--- src/rtl/mrc_pkg.sv ---
// ----------------------------------------------------------------------------
// mrc_pkg
// Shared types, constants and codes for the Modbus request checker.
// ----------------------------------------------------------------------------
`default_nettype none

package mrc_pkg;

  // Protocol length limits
  localparam int MAX_PDU_DATA    = 252;
  localparam int MAX_MBAP_LENGTH = 260;
  localparam int ADU_LIMIT       = 256;

  // Depth of the queue between classifier and checker
  localparam int QUEUE_DEPTH_DEF = 2;

  // Configuration register widths
  localparam int CFG_IDX_W  = 3;
  localparam int CFG_DATA_W = 16;

  // Function codes
  localparam logic [7:0] FC_READ_COILS      = 8'd1;
  localparam logic [7:0] FC_READ_DISCRETE   = 8'd2;
  localparam logic [7:0] FC_READ_HOLDING    = 8'd3;
  localparam logic [7:0] FC_READ_INPUT      = 8'd4;
  localparam logic [7:0] FC_WRITE_COIL      = 8'd5;
  localparam logic [7:0] FC_WRITE_REG       = 8'd6;
  localparam logic [7:0] FC_WRITE_COILS     = 8'd15;
  localparam logic [7:0] FC_WRITE_REGS      = 8'd16;

  // Single coil values
  localparam logic [15:0] COIL_OFF = 16'h0000;
  localparam logic [15:0] COIL_ON  = 16'hFF00;

  // Register indexes
  typedef enum logic [CFG_IDX_W-1:0] {
    CFG_MAX_ADDRESS   = 3'd0,
    CFG_MIN_SLAVE_ID  = 3'd1,
    CFG_MAX_SLAVE_ID  = 3'd2,
    CFG_MIN_QUANTITY  = 3'd3,
    CFG_MAX_RD_BITS   = 3'd4,
    CFG_MAX_RD_REGS   = 3'd5,
    CFG_MAX_WR_COILS  = 3'd6,
    CFG_MAX_WR_REGS   = 3'd7
  } cfg_idx_e;

  // Error codes
  typedef enum logic [4:0] {
    ERR_OK             = 5'd0,
    ERR_SLAVE_ID       = 5'd1,
    ERR_PDU_LEN        = 5'd2,
    ERR_RD_LEN         = 5'd3,
    ERR_RD_QTY_MIN     = 5'd4,
    ERR_RD_RANGE       = 5'd5,
    ERR_RD_BITS_MAX    = 5'd6,
    ERR_RD_REGS_MAX    = 5'd7,
    ERR_WS_LEN         = 5'd8,
    ERR_WS_ADDR        = 5'd9,
    ERR_WS_COIL_VAL    = 5'd10,
    ERR_WM_LEN         = 5'd11,
    ERR_WM_QTY_MIN     = 5'd12,
    ERR_WM_RANGE       = 5'd13,
    ERR_WM_BC_LEN      = 5'd14,
    ERR_WM_COILS_MAX   = 5'd15,
    ERR_WM_COIL_BC     = 5'd16,
    ERR_WM_REGS_MAX    = 5'd17,
    ERR_WM_REG_BC      = 5'd18,
    ERR_FUNC           = 5'd19,
    ERR_MBAP_LEN       = 5'd20,
    ERR_ADU_LEN        = 5'd21
  } err_e;

  // Request class as sorted by the front end
  typedef enum logic [2:0] {
    CLS_READ_BITS,
    CLS_READ_REGS,
    CLS_WRITE_COIL,
    CLS_WRITE_REG,
    CLS_MULTI_COILS,
    CLS_MULTI_REGS,
    CLS_UNSUPPORTED
  } cls_e;

  // Input item
  typedef struct packed {
    logic        rtu_mode;
    logic [7:0]  slave_id;
    logic [7:0]  function_code;
    logic [9:0]  data_length;
    logic [15:0] start_address;
    logic [15:0] quantity_or_value;
    logic [7:0]  byte_count;
  } req_t;

  // Result item
  typedef struct packed {
    logic       valid_res;
    logic [4:0] error_code;
  } rsp_t;

  // Configuration registers
  typedef struct packed {
    logic [15:0] max_address;
    logic [7:0]  min_slave_id;
    logic [7:0]  max_slave_id;
    logic [15:0] min_quantity;
    logic [15:0] max_read_bits;
    logic [15:0] max_read_registers;
    logic [15:0] max_write_coils;
    logic [15:0] max_write_registers;
  } cfg_t;

  // Classified request held in the queue
  typedef struct packed {
    cls_e        cls;
    logic        slave_err;
    logic        len_err;
    logic        len_is4;
    logic        len_ge5;
    logic        mbap_err;
    logic        adu_err;
    logic [15:0] start_address;
    logic [15:0] qty;
    logic [16:0] range_end;
    logic        bc_len_ok;
    logic        coil_bc_ok;
    logic        reg_bc_ok;
  } cls_t;

endpackage

`default_nettype wire

--- src/rtl/modbus_request_checker_unit.sv ---
// ----------------------------------------------------------------------------
// modbus_request_checker_unit
// An accepted item enters the QueueDepth-entry FIFO between classifier and
// checker, then its result is registered. Throughput: one item per cycle
// while out_stall_i is low; the output register refills while it is taken.
// Reset: limit registers return to their defaults, FIFO and output empty.
// ----------------------------------------------------------------------------
`default_nettype none

module modbus_request_checker_unit import mrc_pkg::*; #(
  parameter int QueueDepth = QUEUE_DEPTH_DEF
) (
  input  var logic                  clk_i,
  input  var logic                  rst_ni,
  input  var logic                  cfg_we_i,
  input  var logic [CFG_IDX_W-1:0]  cfg_idx_i,
  input  var logic [CFG_DATA_W-1:0] cfg_data_i,
  input  var logic                  in_valid_i,
  output logic                      in_stall_o,
  input  var req_t                  in_req_i,
  output logic                      out_valid_o,
  input  var logic                  out_stall_i,
  output rsp_t                      out_rsp_o
);

  cfg_t cfg_q;
  cls_t front_cls;
  cls_t q_data;
  logic q_valid;
  logic q_ready;

  // Limit registers
  always_ff @(posedge clk_i or negedge rst_ni) begin
    if (!rst_ni) begin
      cfg_q.max_address         <= 16'd65535;
      cfg_q.min_slave_id        <= 8'd1;
      cfg_q.max_slave_id        <= 8'd247;
      cfg_q.min_quantity        <= 16'd1;
      cfg_q.max_read_bits       <= 16'd2000;
      cfg_q.max_read_registers  <= 16'd125;
      cfg_q.max_write_coils     <= 16'd1968;
      cfg_q.max_write_registers <= 16'd123;
    end else if (cfg_we_i) begin
      case (cfg_idx_e'(cfg_idx_i))
        CFG_MAX_ADDRESS:  cfg_q.max_address         <= cfg_data_i;
        CFG_MIN_SLAVE_ID: cfg_q.min_slave_id        <= cfg_data_i[7:0];
        CFG_MAX_SLAVE_ID: cfg_q.max_slave_id        <= cfg_data_i[7:0];
        CFG_MIN_QUANTITY: cfg_q.min_quantity        <= cfg_data_i;
        CFG_MAX_RD_BITS:  cfg_q.max_read_bits       <= cfg_data_i;
        CFG_MAX_RD_REGS:  cfg_q.max_read_registers  <= cfg_data_i;
        CFG_MAX_WR_COILS: cfg_q.max_write_coils     <= cfg_data_i;
        CFG_MAX_WR_REGS:  cfg_q.max_write_registers <= cfg_data_i;
        default:          cfg_q                     <= cfg_q;
      endcase
    end
  end

  mrc_front u_front (
    .req_i (in_req_i),
    .cfg_i (cfg_q),
    .cls_o (front_cls)
  );

  mrc_queue #(
    .Depth (QueueDepth)
  ) u_queue (
    .clk_i        (clk_i),
    .rst_ni       (rst_ni),
    .push_valid_i (in_valid_i),
    .push_stall_o (in_stall_o),
    .push_data_i  (front_cls),
    .pop_valid_o  (q_valid),
    .pop_ready_i  (q_ready),
    .pop_data_o   (q_data)
  );

  mrc_back u_back (
    .clk_i       (clk_i),
    .rst_ni      (rst_ni),
    .cfg_i       (cfg_q),
    .q_valid_i   (q_valid),
    .q_ready_o   (q_ready),
    .q_data_i    (q_data),
    .out_valid_o (out_valid_o),
    .out_stall_i (out_stall_i),
    .out_rsp_o   (out_rsp_o)
  );

endmodule

`default_nettype wire

--- src/rtl/mrc_front.sv ---
// ----------------------------------------------------------------------------
// mrc_front
// Classifies a request header and precomputes its length, range and
// byte-count checks for the back end.
// ----------------------------------------------------------------------------
`default_nettype none

module mrc_front import mrc_pkg::*; (
  input  var req_t req_i,
  input  var cfg_t cfg_i,
  output cls_t     cls_o
);

  logic [9:0]  len_m5;
  logic [16:0] coil_bytes;
  logic [16:0] reg_bytes;
  logic [10:0] len_x;

  assign len_x      = {1'b0, req_i.data_length};
  assign len_m5     = req_i.data_length - 10'd5;
  assign coil_bytes = ({1'b0, req_i.quantity_or_value} + 17'd7) >> 3;
  assign reg_bytes  = {req_i.quantity_or_value, 1'b0};

  // Function code sort
  always_comb begin
    case (req_i.function_code)
      FC_READ_COILS, FC_READ_DISCRETE: cls_o.cls = CLS_READ_BITS;
      FC_READ_HOLDING, FC_READ_INPUT:  cls_o.cls = CLS_READ_REGS;
      FC_WRITE_COIL:                   cls_o.cls = CLS_WRITE_COIL;
      FC_WRITE_REG:                    cls_o.cls = CLS_WRITE_REG;
      FC_WRITE_COILS:                  cls_o.cls = CLS_MULTI_COILS;
      FC_WRITE_REGS:                   cls_o.cls = CLS_MULTI_REGS;
      default:                         cls_o.cls = CLS_UNSUPPORTED;
    endcase
  end

  // Header-level checks
  assign cls_o.slave_err = req_i.rtu_mode &&
                           ((req_i.slave_id < cfg_i.min_slave_id) ||
                            (req_i.slave_id > cfg_i.max_slave_id));
  assign cls_o.len_err   = req_i.data_length > 10'(MAX_PDU_DATA);
  assign cls_o.len_is4   = req_i.data_length == 10'd4;
  assign cls_o.len_ge5   = req_i.data_length >= 10'd5;
  assign cls_o.mbap_err  = (len_x + 11'd2) > 11'(MAX_MBAP_LENGTH);
  assign cls_o.adu_err   = (len_x + 11'd4) > 11'(ADU_LIMIT);

  // Range end without wrap; zero quantity is caught in the back end
  assign cls_o.start_address = req_i.start_address;
  assign cls_o.qty           = req_i.quantity_or_value;
  assign cls_o.range_end     = {1'b0, req_i.start_address}
                             + {1'b0, req_i.quantity_or_value} - 17'd1;

  // Byte count against actual and expected lengths
  assign cls_o.bc_len_ok  = {2'b00, req_i.byte_count} == len_m5;
  assign cls_o.coil_bc_ok = {9'd0, req_i.byte_count} == coil_bytes;
  assign cls_o.reg_bc_ok  = {9'd0, req_i.byte_count} == reg_bytes;

endmodule

`default_nettype wire

--- src/rtl/mrc_queue.sv ---
// ----------------------------------------------------------------------------
// mrc_queue
// Short FIFO of classified items between the front and back ends.
// ----------------------------------------------------------------------------
`default_nettype none

module mrc_queue import mrc_pkg::*; #(
  parameter int Depth = QUEUE_DEPTH_DEF
) (
  input  var logic clk_i,
  input  var logic rst_ni,
  input  var logic push_valid_i,
  output logic     push_stall_o,
  input  var cls_t push_data_i,
  output logic     pop_valid_o,
  input  var logic pop_ready_i,
  output cls_t     pop_data_o
);

  localparam int PtrW = (Depth > 1) ? $clog2(Depth) : 1;
  localparam int CntW = $clog2(Depth + 1);

  cls_t            mem_q [Depth];
  logic [PtrW-1:0] wr_ptr_q, wr_ptr_d;
  logic [PtrW-1:0] rd_ptr_q, rd_ptr_d;
  logic [CntW-1:0] cnt_q, cnt_d;
  logic            push, pop;

  assign push_stall_o = cnt_q == CntW'(Depth);
  assign pop_valid_o  = cnt_q != '0;
  assign pop_data_o   = mem_q[rd_ptr_q];
  assign push         = push_valid_i && !push_stall_o;
  assign pop          = pop_valid_o && pop_ready_i;

  // Pointer and fill count update
  always_comb begin
    wr_ptr_d = wr_ptr_q;
    rd_ptr_d = rd_ptr_q;
    cnt_d    = cnt_q;
    if (push) begin
      wr_ptr_d = (wr_ptr_q == PtrW'(Depth - 1)) ? '0 : wr_ptr_q + 1'b1;
    end
    if (pop) begin
      rd_ptr_d = (rd_ptr_q == PtrW'(Depth - 1)) ? '0 : rd_ptr_q + 1'b1;
    end
    case ({push, pop})
      2'b10:   cnt_d = cnt_q + 1'b1;
      2'b01:   cnt_d = cnt_q - 1'b1;
      default: cnt_d = cnt_q;
    endcase
  end

  always_ff @(posedge clk_i or negedge rst_ni) begin
    if (!rst_ni) begin
      wr_ptr_q <= '0;
      rd_ptr_q <= '0;
      cnt_q    <= '0;
    end else begin
      wr_ptr_q <= wr_ptr_d;
      rd_ptr_q <= rd_ptr_d;
      cnt_q    <= cnt_d;
    end
  end

  // Storage, no reset
  always_ff @(posedge clk_i) begin
    if (push) begin
      mem_q[wr_ptr_q] <= push_data_i;
    end
  end

endmodule

`default_nettype wire

--- src/rtl/mrc_back.sv ---
// ----------------------------------------------------------------------------
// mrc_back
// Applies the quantity limits and rule order to a classified item and
// holds the result in an output register.
// ----------------------------------------------------------------------------
`default_nettype none

module mrc_back import mrc_pkg::*; (
  input  var logic clk_i,
  input  var logic rst_ni,
  input  var cfg_t cfg_i,
  input  var logic q_valid_i,
  output logic     q_ready_o,
  input  var cls_t q_data_i,
  output logic     out_valid_o,
  input  var logic out_stall_i,
  output rsp_t     out_rsp_o
);

  logic out_valid_q, out_valid_d;
  rsp_t out_rsp_q;
  err_e err;
  logic range_ok;
  logic pop;

  assign range_ok = (q_data_i.qty != 16'd0) &&
                    (q_data_i.range_end <= {1'b0, cfg_i.max_address});

  // Rule order: header, per-class rules, then ADU limits
  always_comb begin
    err = ERR_OK;
    if (q_data_i.slave_err) begin
      err = ERR_SLAVE_ID;
    end else if (q_data_i.len_err) begin
      err = ERR_PDU_LEN;
    end else begin
      case (q_data_i.cls)
        CLS_READ_BITS, CLS_READ_REGS: begin
          if (!q_data_i.len_is4)                          err = ERR_RD_LEN;
          else if (q_data_i.qty < cfg_i.min_quantity)     err = ERR_RD_QTY_MIN;
          else if (!range_ok)                             err = ERR_RD_RANGE;
          else if (q_data_i.cls == CLS_READ_BITS &&
                   q_data_i.qty > cfg_i.max_read_bits)    err = ERR_RD_BITS_MAX;
          else if (q_data_i.cls == CLS_READ_REGS &&
                   q_data_i.qty > cfg_i.max_read_registers) err = ERR_RD_REGS_MAX;
        end
        CLS_WRITE_COIL, CLS_WRITE_REG: begin
          if (!q_data_i.len_is4) err = ERR_WS_LEN;
          else if (q_data_i.start_address > cfg_i.max_address) err = ERR_WS_ADDR;
          else if (q_data_i.cls == CLS_WRITE_COIL &&
                   q_data_i.qty != COIL_OFF && q_data_i.qty != COIL_ON)
            err = ERR_WS_COIL_VAL;
        end
        CLS_MULTI_COILS, CLS_MULTI_REGS: begin
          if (!q_data_i.len_ge5)                          err = ERR_WM_LEN;
          else if (q_data_i.qty < cfg_i.min_quantity)     err = ERR_WM_QTY_MIN;
          else if (!range_ok)                             err = ERR_WM_RANGE;
          else if (!q_data_i.bc_len_ok)                   err = ERR_WM_BC_LEN;
          else if (q_data_i.cls == CLS_MULTI_COILS) begin
            if (q_data_i.qty > cfg_i.max_write_coils)     err = ERR_WM_COILS_MAX;
            else if (!q_data_i.coil_bc_ok)                err = ERR_WM_COIL_BC;
          end else begin
            if (q_data_i.qty > cfg_i.max_write_registers) err = ERR_WM_REGS_MAX;
            else if (!q_data_i.reg_bc_ok)                 err = ERR_WM_REG_BC;
          end
        end
        default: err = ERR_FUNC;
      endcase
      if (err == ERR_OK) begin
        if (q_data_i.mbap_err)     err = ERR_MBAP_LEN;
        else if (q_data_i.adu_err) err = ERR_ADU_LEN;
      end
    end
  end

  // Output register: refill whenever empty or being taken
  assign q_ready_o   = !out_valid_q || !out_stall_i;
  assign pop         = q_valid_i && q_ready_o;
  assign out_valid_d = pop ? 1'b1 : (out_valid_q && out_stall_i);

  always_ff @(posedge clk_i or negedge rst_ni) begin
    if (!rst_ni) begin
      out_valid_q <= 1'b0;
    end else begin
      out_valid_q <= out_valid_d;
    end
  end

  always_ff @(posedge clk_i) begin
    if (pop) begin
      out_rsp_q.valid_res  <= err == ERR_OK;
      out_rsp_q.error_code <= err;
    end
  end

  assign out_valid_o = out_valid_q;
  assign out_rsp_o   = out_rsp_q;

endmodule

`default_nettype wire

--- config.mk ---
export PLATFORM = sky130hd
export DESIGN_NAME = modbus_request_checker_unit
export DESIGN_NICKNAME = d
export VERILOG_FILES = /design/src/rtl/mrc_pkg.sv /design/src/rtl/modbus_request_checker_unit.sv /design/src/rtl/mrc_front.sv /design/src/rtl/mrc_queue.sv /design/src/rtl/mrc_back.sv
export SDC_FILE = /design/constraint.sdc
export NUM_CORES = 1
export LEC_CHECK = 0
export ABC_AREA = 1
export BUFFER_PORTS_ARGS = -buffer_cell sky130_fd_sc_hd__buf_2
export CAP_MARGIN = 15
export CORE_UTILIZATION = 63
export CTS_BUF_LIST = sky130_fd_sc_hd__clkbuf_8 sky130_fd_sc_hd__clkbuf_16
export DETAILED_ROUTE_END_ITERATION = 10
export PLACE_DENSITY = 0.83
export SETUP_SLACK_MARGIN = 0.02
export SYNTH_ARGS = -nofsm -noshare
export SYNTH_HDL_FRONTEND = slang
export SYNTH_SLANG_ARGS = --single-unit
--- constraint.sdc ---
create_clock -name clk_i -period 6.6 [get_ports clk_i]
set_input_delay 0.33 -clock clk_i [delete_from_list [all_inputs] [get_ports clk_i]]
set_output_delay 0.33 -clock clk_i [all_outputs]
set_load 0.02 [all_outputs]
==> load_flow_metrics.sql <==
INSERT INTO impl_metrics (metric_group, metric, value, unit) VALUES
('clock_network', 'tritoncts', 'yes', ''),
('worst_setup_path', 'critical-path-slowest-cell', 'sky130_fd_sc_hd__buf_4', ''),
('drt', 'finalWirelength', '35180', 'um'),
('synthesis', 'netlist-cell-type-count', '48', ''),
('worst_setup_path', 'timing.critical_path.mode_cell', 'sky130_fd_sc_hd__nand2_1', ''),
('floorplan', 'num_ports', '99', ''),
('worst_setup_path', 'crit-reg2reg-capture', 'u_back.out_rsp_o[5]', ''),
('sta', 'finalClockSkew', '0.01846', 'ns'),
('worst_setup_path', 'r2r_setup_slack', '2.82', 'ns'),
('synthesis', 'synth_top_area_share', '26.04', '%'),
('finish', 'num_antenna_cells', '0', ''),
('clock_network', 'worst_skew_pair.late_latency', '0.54', 'ns'),
('drt', 'detail_route.first_pass.iterations', '5', ''),
('grt', 'antenna_found_initial', '0', ''),
('drt', 'antenna_left', '0', ''),
('power_and_ir_drop', 'pwr_density_cell', '383.6', 'nW/um2'),
('run', 'drv_cap', '0', ''),
('sta', 'crit_path_time_final', '3.777', 'ns'),
('drt', 'via_count', '11824', ''),
('worst_setup_path', 'worstSetupStartpoint', 'u_queue.rd_ptr_q', ''),
('clock_network', 'cts.clk_slew.worst_paths', '0.06', 'ns'),
('worst_setup_path', 'cp_top_family', 'simple AND/OR/NAND/NOR gates', ''),
('worst_setup_path', 'timing_worst_setup_path_type', 'reg -> reg', ''),
('finish', 'layout-area-overhead-vs-synth', '11.75', '%'),
('drt', 'wire_per_inst', '16.25', 'um'),
('placed_design', 'dpl.hpwl', '26040', 'um'),
('sta', 'worstMarginPinSlew', '1.025', 'ns'),
('sta', 'finalHoldViolations', '0', ''),
('floorplan', 'die_x', '155.1', 'um'),
('sta', 'maxClockFrequency', '264.8', 'MHz'),
('grt', 'grt_pass1_wl', '57370', 'um'),
('worst_setup_path', 'rr_worst_depth', '24', ''),
('synthesis', 'syn-mean-instance-area', '8.543', 'um2'),
('grt', 'grt_start_max_net_pins', '74', ''),
('worst_setup_path', 'worst-endpoint-required', '6.88', 'ns'),
('synthesis', 'yosysMostFrequentCell', 'sky130_fd_sc_hd__nand2_1', ''),
('clock_network', 'clock_tree.root_cell', 'sky130_fd_sc_hd__clkbuf_16', ''),
('grt', 'grt_pass1_vias', '11700', ''),
('synthesis', 'synthTopCellsByCount', 'sky130_fd_sc_hd__nand2_1, sky130_fd_sc_hd__inv_1, sky130_fd_sc_hd__ha_1', ''),
('synthesis', 'mappedNetlistArea', '14760', 'um2'),
('finish', 'design_area', '16500', 'um2'),
('floorplan', 'chipHeight', '155.1', 'um'),
('worst_setup_path', 'worst-path-max-fanout', '73', ''),
('placed_design', 'gpl.final_weighted_congestion', '0.9291', ''),
('sta', 'finalSetupTns', '0', 'ns'),
('clock_network', 'clock_buffer_count_from_cts', '25', ''),
('worst_setup_path', 'cell_chain_of_the_critical_path', 'buf_4 > nand2_1 > nand2_1 > ha_1 > nand2_1 > inv_1 > nand2_1 > nand2_1 > a21oi_1 > nand3_1 > nand2_1 > nand2_1 > nand2_1 > nand2_1 > nand3_1 > nand2_1 > nor2_1 > nand2_1 > nor2_2 > nand2_1 > nand2_1 > nand2_1 > nand2_2 > nor2_2', ''),
('drt', 'detailedRoute.firstIterationViolations', '939', ''),
('sta', 'final.hold.worst_slack', '0.01935', 'ns'),
('outcome', 'run_status', 'finished clean', ''),
('hold_path', 'worst_hold_startpoint', 'out_stall_i', ''),
('worst_setup_path', 'critical-path-max-stage-delay', '0.60', 'ns'),
('finish', 'drive_gt1_share', '12.20', '%'),
('drt', 'via_per_inst', '5.461', ''),
('floorplan', 'core_area', '22780', 'um2'),
('floorplan', 'placementRows', '55', ''),
('worst_setup_path', 'critical_path_buf_inv_count', '2', ''),
('synthesis', 'number_of_warnings_issued_by_yosys', '0', ''),
('drt', 'drc_violations_left', '0', ''),
('grt', 'global_route.overflow_total', '0', ''),
('synthesis', 'ys_ff_latch', '245', ''),
('placed_design', 'port_buffers', '98', ''),
('grt', 'grt_use_total', '30.29', '%'),
('synthesis', 'post_synth_main_area_contributors', 'sky130_fd_sc_hd__edfxtp_1, sky130_fd_sc_hd__ha_1, sky130_fd_sc_hd__nand2_1', ''),
('worst_setup_path', 'arrival_worst_endpoint', '4.06', 'ns'),
('floorplan', 'dieArea', '24050', 'um2'),
('synthesis', 'synth_edf_count', '128', ''),
('worst_setup_path', 'cp-end-kind', 'flop', ''),
('hold_path', 'timing.hold.worst.class', 'in -> reg', ''),
('power_and_ir_drop', 'power_leakage', '8.099', 'nW'),
('worst_setup_path', 'cp_num_cells', '24', '');
how the worst min path moves through the flow:
| stage | end | slack, ns | cells after the start |
|---|---|---|---|
| finish | u_back.out_valid_o | 0.02 | 3 |
| global route | u_queue.mem_q[1][40] | 0.007 | 1 |
| CTS | u_queue.mem_q[0][47] | 0.002 | 1 |
| detailed placement | cfg_q[53] | 0.45 | 1 |
| global placement | cfg_q[92] | 0.44 | 1 |
| floorplan | cfg_q[10] | 0.03 | 0 |
cell families (layout without fill, tap and decap cells):
kind of cell	Yosys count	count (layout)	synth area share [%]
xor+xnor	37	37	2.195
fa+ha+maj	164	164	13.95
simple gates	671	671	18.59
buf+inv	343	467	9.052
compound gates	263	263	9.586
mux	5	5	0.3390
flops	245	245	46.28
layout by cell type, fill, tap and decap left out, drive strengths merged, types with 5 or more instances in the layout:
cell type and n:
nor4 7, clkinv 9, clkbuf 29, o21ai 154
dfstp 49, nand2 467, ha 163, nand3 55
a21oi 78, inv 310, nand4 22, mux2i 5
dfrtp 68, buf 105, xor2 28, edfxtp 128
or2 7, xnor2 9, nor2 101, dlygate4sd3 7
nor3 9, a211oi 5
repair_timing:
item | CTS | global route
endpoints found under the hold margin | 35 | 0
hold buffers | 7 | 0
gates resized for setup | 0 | 0
layout make-up:
cell class,count,area (um2),share of cell area [%]
Clock buffer,29,680.7,4.126
Clock inverter,17,193.9,1.176
Inverter,309,1160,7.031
Multi-Input combinational cell,1140,6614,40.09
Sequential cell,245,6834,41.43
Tap cell,313,391.6,2.374
Timing Repair Buffer,112,623.1,3.777
metrics by stage:
step	util [%]	power, W	cells	setup slack [ns]
2_1_floorplan	-	0.004096	1728	2.902
3_3_place_gp	68.21	0.004656	2111	2.952
3_5_place_dp	68.21	0.004796	2111	2.952
4_1_cts	72.36	0.006324	2164	2.853
5_1_grt	72.43	0.006811	2165	2.471
6_report	72.43	0.006328	2165	2.823
where the power goes:
group | internal [W] | switching (W) | leakage, nW
clock | 0.000894 | 0.000595 | 0.430
sequential | 0.00206 | 0.000138 | 2.54
combinational | 0.000899 | 0.00174 | 5.13
total | 0.00386 | 0.00247 | 8.10
registers in the layout, indices dropped and copies added, names as in the netlist:
name and flops:
u_queue.cnt_q 2, u_back.out_valid_o 1, u_queue.rd_ptr_q 1, u_queue.wr_ptr_q 1, cfg_q 112, u_queue.mem_q 122
u_back.out_rsp_o 6
worst min-delay path, cell delays in order:
cell and delay (ns):
sky130_fd_sc_hd__buf_2 0.07, sky130_fd_sc_hd__nand2_1 0.05, sky130_fd_sc_hd__nand2_1 0.06
metal layers:
| layer | global-route usage (%) | share of wire (%) | up-vias |
|---|---|---|---|
| li1 | - | - | 5803 |
| met1 | 39.89 | 42 | 5544 |
| met2 | 51.20 | 47 | 399 |
| met3 | 3.816 | 6.5 | 78 |
| met4 | 11.69 | 3.8 | 0 |
| met5 | 0 | 0 | - |
Power figures use the tool's default switching activity.
